## src/rtl/bpu_pkg.sv

```systemverilog
package bpu_pkg;

  localparam int DEPTH_DEF   = 64;
  localparam int PRICE_W_DEF = 32;
  localparam int QTY_W_DEF   = 48;
  localparam int CMD_W       = 3;
  localparam int RANK_W      = 6;
  localparam int CODE_W      = 3;
  localparam int LEVELS_W    = 7;

  localparam logic [CMD_W-1:0] CMD_APPLY     = 3'd0;
  localparam logic [CMD_W-1:0] CMD_CLR_SIDE  = 3'd1;
  localparam logic [CMD_W-1:0] CMD_CLR_BOTH  = 3'd2;
  localparam logic [CMD_W-1:0] CMD_READ      = 3'd3;
  localparam logic [CMD_W-1:0] CMD_LOOKUP    = 3'd4;

  typedef enum logic [2:0] {
    OP_APPLY,
    OP_CLR_SIDE,
    OP_CLR_BOTH,
    OP_READ,
    OP_LOOKUP,
    OP_NONE
  } op_t;

  typedef enum logic [CODE_W-1:0] {
    CH_NONE   = 3'd0,
    CH_INSERT = 3'd1,
    CH_UPDATE = 3'd2,
    CH_REMOVE = 3'd3,
    CH_DROP   = 3'd4
  } chg_t;

  typedef enum logic {
    BK_CMP,
    BK_UPD
  } bk_state_t;

  typedef struct packed {
    logic apply;
    logic clear;
    logic lookup;
  } row_ctl_t;

  typedef struct packed {
    logic found;
    logic same;
    logic drop;
    logic full;
    logic rd_hit;
  } row_st_t;

endpackage

```

## src/rtl/bpu_front.sv

```systemverilog
module bpu_front import bpu_pkg::*; #(
  parameter int PRICE_W = PRICE_W_DEF,
  parameter int QTY_W   = QTY_W_DEF
) (
  input  logic                clk,
  input  logic                rst_n,
  input  logic                start,
  output logic                busy,
  input  logic [CMD_W-1:0]    in_cmd,
  input  logic                in_book_side,
  input  logic [PRICE_W-1:0]  in_level_price,
  input  logic [QTY_W-1:0]    in_level_quantity,
  input  logic [RANK_W-1:0]   in_rank_index,
  input  logic                q_pop,
  output logic                q_valid,
  output op_t                 hd_op,
  output logic                hd_ask,
  output logic [PRICE_W-1:0]  hd_price,
  output logic [QTY_W-1:0]    hd_qty,
  output logic [RANK_W-1:0]   hd_rank
);

  op_t                op_r    [2];
  logic               ask_r   [2];
  logic [PRICE_W-1:0] price_r [2];
  logic [QTY_W-1:0]   qty_r   [2];
  logic [RANK_W-1:0]  rank_r  [2];
  logic               wp_r, rp_r;
  logic [1:0]         cnt_r;
  logic               push;
  op_t                op_dec;

  always_comb begin
    unique case (in_cmd)
      CMD_APPLY:    op_dec = OP_APPLY;
      CMD_CLR_SIDE: op_dec = OP_CLR_SIDE;
      CMD_CLR_BOTH: op_dec = OP_CLR_BOTH;
      CMD_READ:     op_dec = OP_READ;
      CMD_LOOKUP:   op_dec = OP_LOOKUP;
      default:      op_dec = OP_NONE;
    endcase
  end

  assign busy    = (cnt_r == 2'd2);
  assign push    = start && !busy;
  assign q_valid = (cnt_r != 2'd0);

  always_ff @(posedge clk) begin
    if (push) begin
      op_r[wp_r]    <= op_dec;
      ask_r[wp_r]   <= in_book_side;
      price_r[wp_r] <= in_level_price;
      qty_r[wp_r]   <= in_level_quantity;
      rank_r[wp_r]  <= in_rank_index;
    end
  end

  always_ff @(posedge clk) begin
    if (!rst_n) begin
      wp_r  <= 1'b0;
      rp_r  <= 1'b0;
      cnt_r <= 2'd0;
    end else begin
      if (push) wp_r <= !wp_r;
      if (q_pop) rp_r <= !rp_r;
      cnt_r <= cnt_r + {1'b0, push} - {1'b0, q_pop};
    end
  end

  assign hd_op    = op_r[rp_r];
  assign hd_ask   = ask_r[rp_r];
  assign hd_price = price_r[rp_r];
  assign hd_qty   = qty_r[rp_r];
  assign hd_rank  = rank_r[rp_r];

endmodule

```

## config.mk

```make
export PLATFORM = sky130hd
export DESIGN_NAME = bpu_front
export DESIGN_NICKNAME = d
export VERILOG_FILES = /design/src/rtl/bpu_pkg.sv /design/src/rtl/bpu_front.sv
export SDC_FILE = /design/constraint.sdc
export NUM_CORES = 1
export LEC_CHECK = 0
export ABC_AREA = 0
export BUFFER_PORTS_ARGS = -buffer_cell sky130_fd_sc_hd__buf_4
export CAP_MARGIN = 20
export CORE_UTILIZATION = 45
export DETAILED_ROUTE_END_ITERATION = 7
export HOLD_SLACK_MARGIN = 0.06
export PLACE_DENSITY = 0.72
export SLEW_MARGIN = 15
export SYNTH_ARGS = -nofsm -noshare
export SYNTH_HDL_FRONTEND = slang
export SYNTH_SLANG_ARGS = --single-unit
```

## constraint.sdc

```tcl
create_clock -name clk -period 4.7 [get_ports clk]
set_input_delay 0 -clock clk [delete_from_list [all_inputs] [get_ports clk]]
set_output_delay 0 -clock clk [all_outputs]
set_load 0.01 [all_outputs]
```

==> results of run 1 <==
-- report_power, final --
group / total (W) / internal [W] / switching (W) / leakage, nW
registers: 0.00217 / 0.00209 / 0.0000815 / 1.72
logic: 0.000929 / 0.000527 / 0.000402 / 2.07
clock network: 0.00132 / 0.000729 / 0.000595 / 0.268
total: 0.00443 / 0.00335 / 0.00108 / 4.05
-- kinds of logic (layout without fill, tap and decap cells) --
kind of cell | count (synthesis) | in the layout | share of synthesized area
buffers and inverters | 13 | 317 | 0.0282
AND/OR/NAND/NOR | 12 | 12 | 0.00939
adder cells (fa/ha/maj) | 2 | 2 | 0.00348
XOR/XNOR | 3 | 3 | 0.00365
AO/OA/AOI/OAI | 1 | 1 | 0.00104
other | 0 | 1 | 0
multiplexers | 91 | 91 | 0.189
flip-flops | 185 | 185 | 0.765
-- worst register-to-register path, stage by stage, from the launching register on --
cell	delay, ns
dfxtp_1	0.34
nand2b_1	0.16
and3_4	0.81
buf_4	0.50
-- final timing paths --
kind | cells past startpoint | slack [ns] | endpoint
hold reg to reg | 2 | 0.54 | wp_r
setup reg to reg | 3 | 2.53 | op_r[1][1]
hold / removal | 2 | 0.29 | price_r[1][27]
setup / recovery | 3 | 2.24 | hd_rank[1]
-- area by class of cell --
cell class / instances / share of cell area
Antenna cell: 1 / 0.000245
Clock buffer: 17 / 0.0417
Clock inverter: 14 / 0.0119
Inverter: 2 / 0.000736
Multi-Input combinational cell: 109 / 0.147
Sequential cell: 185 / 0.540
Tap cell: 211 / 0.0259
Timing Repair Buffer: 284 / 0.232
-- through the flow --
stage	std cells	hold slack, ns	cell area [sq um]	power, W	setup WS (ns)
after floorplan	307	0.0989	7200	0.00271	1.37
after global placement	697	0.185	8710	0.00306	2.56
after detailed placement	697	0.187	8710	0.00309	2.48
after CTS	822	0.276	10200	0.00447	2.17
after global routing	822	0.277	10200	0.00462	2.09
final	823	0.293	10200	0.00443	2.24
-- layer usage --
metal	vias up	routed length, microns
met1	1884	5550
li1	1791	-
met2	128	7060
met4	0	414
met5	-	0
met3	29	732
-- cell usage in the layout, fill, tap and decap left out --
master,n
a21o_1,1
and2_1,4
and3_4,1
buf_4,190
bufinv_16,1
clkbuf_16,17
clkinv_1,1
clkinv_2,4
clkinv_4,1
clkinvlp_4,2
dfxtp_1,4
dfxtp_4,1
diode_2,1
dlygate4sd3_1,94
edfxtp_1,180
ha_1,2
inv_1,2
inv_6,5
mux2_4,90
mux2i_1,1
nand2_1,2
nand2b_1,2
nor2_4,1
nor2b_1,1
or2_2,1
xnor2_1,2
xor2_1,1
-- flip-flops by register name (all words and copies together), names as in the netlist, named ones only --
register  cells
wp_r          1
rp_r          1
price_r      64
rank_r       12
ask_r         2
qty_r        96
op_r          6
cnt_r         2
-- timing repair --
item                                   CTS  global route
buffers inserted                         0             0
gates resized for setup                  0             0
hold buffers                            94             0
endpoints found under the hold margin  185             0
==> metrics, run 1 <==
TritonCTS clock tree=done; P_leak=4.05 nW; Fin. Hold Viols=0; area occupied by multi-input gates=0.00150 sq mm; drt total wl=13800 microns; final core utilization=0.661; Final setup viols=0; VDD IR max=260 uV; Total Routing Usage GR=0.172; clock transition at the registers of the reported paths=0.07 ns; total congestion overflow=0; R2R Path Start=cnt_r[0]; die height=128 microns; DRC viols=0; ranking of synthesized cells by area=edfxtp_1 (75%), mux2_4 (19%), buf_12 (2.5%); met1 usage=0.199; Rows=45; Syn. warnings=0; highest clock rate=406 MHz; Critical Path Max Stage Delay=0.93 ns; cell count after synthesis=307; Die Wd=128 microns; Top FF cell, synth=edfxtp_1; Placeable Area=0.0154 sq mm; 1st-iter DRT viols=208; CP startpoint kind=register; CTS root buf=clkbuf_16; share of layout cells above drive strength 1=0.514; worst hold path class=in -> reg; status=finished clean; synthesized flop and latch total=185; Top delay family on crit path=flip-flops; max-cap violations=0; Least-Margin Pin Slew=0.932 ns; clock skew=0.0132 ns; hpwl dp=8180 microns; first-pass GRT wire length=20500 microns; vias post-DR=3832; H-tree depth=4; number of synthesized flops with an enable pin=180; Final Wtd Congestion=0.759; Final ANT Viol Nets=0; fin nets=695; crit-path cells=buf_4, mux2_4, buf_4; Reg area=0.00551 sq mm; Arrival @ worst endpoint=2.46 ns; clk sinks=185; Layout area overhead=41.7%; Buffers & Inverters on Critical Path=2; drt pass-1 iters=4; I/O Pins=186; Setup TNS=0 ns; Mean Syn Cell Area=23.4 sq um; Synth Cell Area=0.00720 sq mm; critical path class=reg -> out; CP endpoint kind=output pin; Port-buffer cells=185; Synth top area share=0.751; Final min period=2.46 ns; ys async rst share=0; pwr dens=434 mW/mm^2; count leader, synth=edfxtp_1; DR WL/cell=16.7 microns; Distinct cells, synth=19; pins over their slew limit=0; critical path fanouts, max=48; vias per cell=4.66; Fill cells=1096; sequential share of the synthesized area=0.765; relative slew slack=0.379; clock latency on the worst-skew pair=0.43 ns; commonest cells in the netlist=edfxtp_1 (180), mux2_4 (90), buf_12 (9); vias in the first global route=3974; global route hottest layer=met2; CP required=4.70 ns; Hold Startpoint=in_level_price[27]; M2 GR Usage=0.287; slowest CP cell=dfxtp_4; fin crit share=0.524; antenna violations before repair=0; CTS Buffer Depth=2; largest net degree at the start of global routing=67; RSZ-0062 raised after global routing=no; area leader, netlist=edfxtp_1; TritonCTS buffer count=17; most used cell, CP=buf_4; met3 usage=0.0545; Post-Syn Nets=403; Initial Util=0.466; Die Area=0.0165 sq mm
(Power assumes the default switching activity.)
==> inputs of run 2 (changes only) <==
==> constraint.sdc (replaced) <==
create_clock -name clk -period 2.2 [get_ports clk]
set_input_delay 0 -clock clk [delete_from_list [all_inputs] [get_ports clk]]
set_output_delay 0 -clock clk [all_outputs]
set_load 0.01 [all_outputs]
==> run 2 against run 1 <==
Core utilization increased by 0.84 points. Sequential share of layout area decreased by 0.66 points. Sequential cell count unchanged. Wire length increased by 0.82%. Sequential power increased by 110%. Non-clock buffer count increased by 2. Critical path type unchanged. Highest routed layer unchanged.
==> metrics, run 2 (synthesized netlist as in run 1, its figures left out) <==
clock power share=0.311; vias in the first global route=4019; crit-path cells=buf_12, mux2_4, buf_4; Logic pwr share=0.213; highest clock rate=531 MHz; Post-DP Area=0.00879 sq mm; Top Registers=qty_r x96, price_r x64, rank_r x12; vias per cell=4.62; clock skew=0.00994 ns; Seq pwr share=0.476; share of layout cells above drive strength 1=0.516; Arrival @ worst endpoint=1.88 ns; Die Area=0.0165 sq mm; antenna violations before repair=0; drt pass-1 iters=4; Final Wtd Congestion=0.752; slowest CP cell=dfxtp_4; hpwl dp=8350 microns; Layout area overhead=43.5%; H-tree depth=4; Initial Util=0.466; status=finished clean; DR WL/cell=16.9 microns; Top delay family on crit path=flip-flops; die height=128 microns; design area=0.0103 sq mm; switching share of total power=0.236; Final min period=1.88 ns; fin crit share=0.856; Total Power=0.00972 W; Die Wd=128 microns; Setup TNS=0 ns; largest net degree at the start of global routing=74; reg2reg setup slack=0.60 ns; vias post-DR=3797; Reg area=0.00551 sq mm; Final ANT Viol Nets=0; clk sinks=185; worst hold path class=in -> reg; Critical Path Max Stage Delay=0.58 ns; final core utilization=0.669; Total Routing Usage GR=0.171; relative slew slack=0.712; Biggest register=qty_r; CP endpoint kind=output pin; Port-buffer cells=185; critical path fanouts, max=39; Final setup viols=0; max-cap violations=0; clock transition at the registers of the reported paths=0.07 ns; first-pass GRT wire length=20400 microns; TritonCTS buffer count=17; CP startpoint kind=register; VDD IR max=570 uV; hold_ws=0.295 ns; CP required=2.20 ns; DRC viols=0; Least-Margin Pin Slew=0.432 ns; Fill cells=1077; area occupied by multi-input gates=0.00152 sq mm; drt total wl=13900 microns; pwr dens=941 mW/mm^2; clock latency on the worst-skew pair=0.43 ns; critical path class=reg -> out; 1st-iter DRT viols=182; leading cell type in the layout, fill and taps excluded=buf_4; pins over their slew limit=0; Largest register FFs=96; Buffers & Inverters on Critical Path=2; Rows=45; fin nets=697; Fin. Hold Viols=0; P_leak=4.10 nW; total congestion overflow=0; Sw Pwr=0.00230 W; I/O Pins=186; CTS resizes=0; Int Power=0.00742 W; CTS Buffer Depth=2; Placeable Area=0.0154 sq mm; diode count=0; RSZ-0062 raised after global routing=no; most frequent cells in the layout=buf_4 (186), edfxtp_1 (180), dlygate4sd3_1 (95); CTS root buf=clkbuf_16; TritonCTS clock tree=done
==> run 2: layer usage <==
layer / track usage / wire, microns / vias up
li1: - / - / 1788
met1: 0.178 / 5260 / 1864
met2: 0.315 / 7560 / 122
met4: 0.0900 / 330 / 0
met3: 0.0437 / 720 / 23
met5: 0 / 0 / -
==> run 2: path summary, 6_finish.rpt <==
path                       from             end  depth (start not counted)
max                    register    hd_price[17]                          3
min          in_level_price[10]  price_r[0][10]                          2
max reg2reg            cnt_r[0]        cnt_r[1]                          8
min reg2reg                wp_r            wp_r                          2
==> run 2: power by group through the flow <==
stage / sequential (W) / clock, W / combinational, W
2_1_floorplan: 0.00465 / 0 / 0.00114
3_3_place_gp: 0.00466 / 0 / 0.00193
3_5_place_dp: 0.00470 / 0 / 0.00196
4_1_cts: 0.00462 / 0.00308 / 0.00210
5_1_grt: 0.00466 / 0.00321 / 0.00221
6_report: 0.00462 / 0.00302 / 0.00207
==> run 2: timing repair <==
item	in CTS	in global routing
hold buffers	95	0
endpoints found under the hold margin	185	0
setup buffers	0	0
==> run 2: area by class of cell <==
type,count,share of cell area
inverter,2,0.000727
clock inverter,10,0.0144
clock buffer,19,0.0419
timing repair buffer,286,0.237
tap,211,0.0256
multi-input combinational,109,0.147
sequential,185,0.534
==> run 2: worst register-to-register path: stages (launching register included) <==
cell	delay, ns
dfxtp_2	0.34
nand2b_4	0.14
nand2_4	0.07
ha_1	0.28
inv_1	0.04
ha_1	0.18
xnor2_1	0.20
xnor2_1	0.09
and2_1	0.15
==> run 2: through the flow <==
| step | worst slack (ns) | instances |
|---|---|---|
| 2_1_floorplan | -0.0608 | 307 |
| 3_3_place_gp | 0.692 | 698 |
| 3_5_place_dp | 0.609 | 698 |
| 4_1_cts | 0.296 | 822 |
| 5_1_grt | 0.255 | 822 |
| 6_report | 0.317 | 822 |
==> inputs of run 3 (changes only) <==
--- a/config.mk
+++ b/config.mk
@@ -8,10 +8,12 @@
 export ABC_AREA = 0
 export BUFFER_PORTS_ARGS = -buffer_cell sky130_fd_sc_hd__buf_4
 export CAP_MARGIN = 20
-export CORE_UTILIZATION = 45
+export CELL_PAD_IN_SITES_DETAIL_PLACEMENT = 0
+export CELL_PAD_IN_SITES_GLOBAL_PLACEMENT = 1
+export CORE_UTILIZATION = 40
 export DETAILED_ROUTE_END_ITERATION = 7
 export HOLD_SLACK_MARGIN = 0.06
-export PLACE_DENSITY = 0.72
+export PLACE_DENSITY_LB_ADDON = 0.1
 export SLEW_MARGIN = 15
 export SYNTH_ARGS = -nofsm -noshare
 export SYNTH_HDL_FRONTEND = slang
==> run 3 against run 2 <==
Clock power hardly changed. Power about the same. First-iteration DRC count is 34% lower. Hold slack improved by 0.0029 ns. Combinational power about the same. Critical path depth unchanged. Largest power group unchanged.
==> metrics, run 3 (synthesized netlist as in run 1, its figures left out) <==
clock latency on the worst-skew pair=0.42 ns; highest clock rate=518 MHz; TritonCTS buffer count=17; Placeable Area=0.0174 sq mm; clock skew=0.00886 ns; Top Registers=qty_r x96, price_r x64, rank_r x12; die height=136 microns; Die Area=0.0185 sq mm; critical path class=reg -> out; final core utilization=0.595; Final Wtd Congestion=0.727; VDD IR max=525 uV; CTS root buf=clkbuf_16; CTS resizes=0; Die Wd=136 microns; crit-path cells=buf_4, mux2_4, buf_4; Final setup viols=0; DRC viols=0; antenna violations before repair=0; leading cell type in the layout, fill and taps excluded=buf_4; clock transition at the registers of the reported paths=0.07 ns; vias in the first global route=3990; slowest CP cell=dfxtp_4; largest net degree at the start of global routing=51; Buffers & Inverters on Critical Path=2; Total Routing Usage GR=0.151; pins over their slew limit=0; share of layout cells above drive strength 1=0.520; fin nets=698; Largest register FFs=96; critical path fanouts, max=22; vias post-DR=3797; most frequent cells in the layout=buf_4 (186), edfxtp_1 (180), dlygate4sd3_1 (95); H-tree depth=4; drt pass-1 iters=4; CP required=2.20 ns; diode count=0; fin crit share=0.878; CP startpoint kind=register; area occupied by multi-input gates=0.00152 sq mm; Top delay family on crit path=flip-flops; Fin. Hold Viols=0; pwr dens=937 mW/mm^2; Setup TNS=0 ns; drt total wl=13600 microns; relative slew slack=0.700; I/O Pins=186; CTS Buffer Depth=2; Biggest register=qty_r; first-pass GRT wire length=20400 microns; total congestion overflow=0; 1st-iter DRT viols=120; hold_ws=0.298 ns; hpwl dp=8550 microns; most used cell, CP=buf_4; CP endpoint kind=output pin; Arrival @ worst endpoint=1.93 ns; Final ANT Viol Nets=0; clk sinks=185; Critical Path Max Stage Delay=0.64 ns; worst hold path class=in -> reg; Least-Margin Pin Slew=0.451 ns; DR WL/cell=16.2 microns; RSZ-0062 raised after global routing=no; status=finished clean; Layout area overhead=44.1%; max-cap violations=0; TritonCTS clock tree=done; P_leak=4.11 nW; vias per cell=4.52; Rows=48; Reg area=0.00551 sq mm; Initial Util=0.413; Final min period=1.93 ns; Port-buffer cells=185; Fill cells=1348
run 3: changes by cell type in the layout (fill, tap and decap cells not counted), sizes merged:
cell      before  now
clkinvlp       2    3
inv            3    8
bufinv         3    2
clkbuf        19   17
buf          191  192
run 3: metal layers:
layer  up-vias  share of wire  global-route usage
li1       1796              -                   -
met1      1862           0.42               0.181
met2       120           0.52               0.259
met3        19          0.044              0.0350
met4         0          0.017              0.0654
met5         -              0                   0
run 3: repair_timing:
action                    in CTS  in global routing
hold endpoints to repair     185                  0
buffers inserted               0                  0
hold buffers                  95                  0
run 3: final cells by class:
type	count	area share
flip-flops and latches	185	0.531
repair buffers	287	0.238
multi-input cells	109	0.146
clock buffers	17	0.0410
well taps	225	0.0271
clock inverters	15	0.0158
inverters	2	0.000724
run 3: stage by stage:
| stage | total power, W | setup WS [ns] | instance area, sq um | cells |
|---|---|---|---|---|
| 2_1_floorplan | 0.00579 | -0.0608 | 7220 | 307 |
| 3_3_place_gp | 0.00664 | 0.693 | 8830 | 713 |
| 3_5_place_dp | 0.00668 | 0.657 | 8830 | 713 |
| 4_1_cts | 0.00984 | 0.227 | 10400 | 840 |
| 5_1_grt | 0.0101 | 0.187 | 10400 | 840 |
| 6_report | 0.00972 | 0.268 | 10400 | 840 |
run 3: final timing paths:
kind              slack, ns           end  cells past startpoint                   from
setup / recovery       0.27  hd_price[12]                      3               register
hold / removal         0.30  qty_r[1][37]                      2  in_level_quantity[37]
setup reg to reg       0.63      cnt_r[1]                      8               cnt_r[0]
hold reg to reg        0.54          wp_r                      2                   wp_r
run 3: worst reg2reg max path: stages (launching register included):
cell	delay, ns
dfxtp_2	0.34
nand2b_4	0.14
nand2_4	0.07
ha_1	0.27
inv_1	0.04
ha_1	0.19
xnor2_1	0.19
xnor2_1	0.08
and2_1	0.15
run 3: power breakdown:
part	internal (W)	leakage (nW)	total (W)	switching, W
clock	0.00170	0.281	0.00301	0.00131
combinational	0.00119	2.11	0.00209	0.000895
sequential	0.00446	1.72	0.00462	0.000158
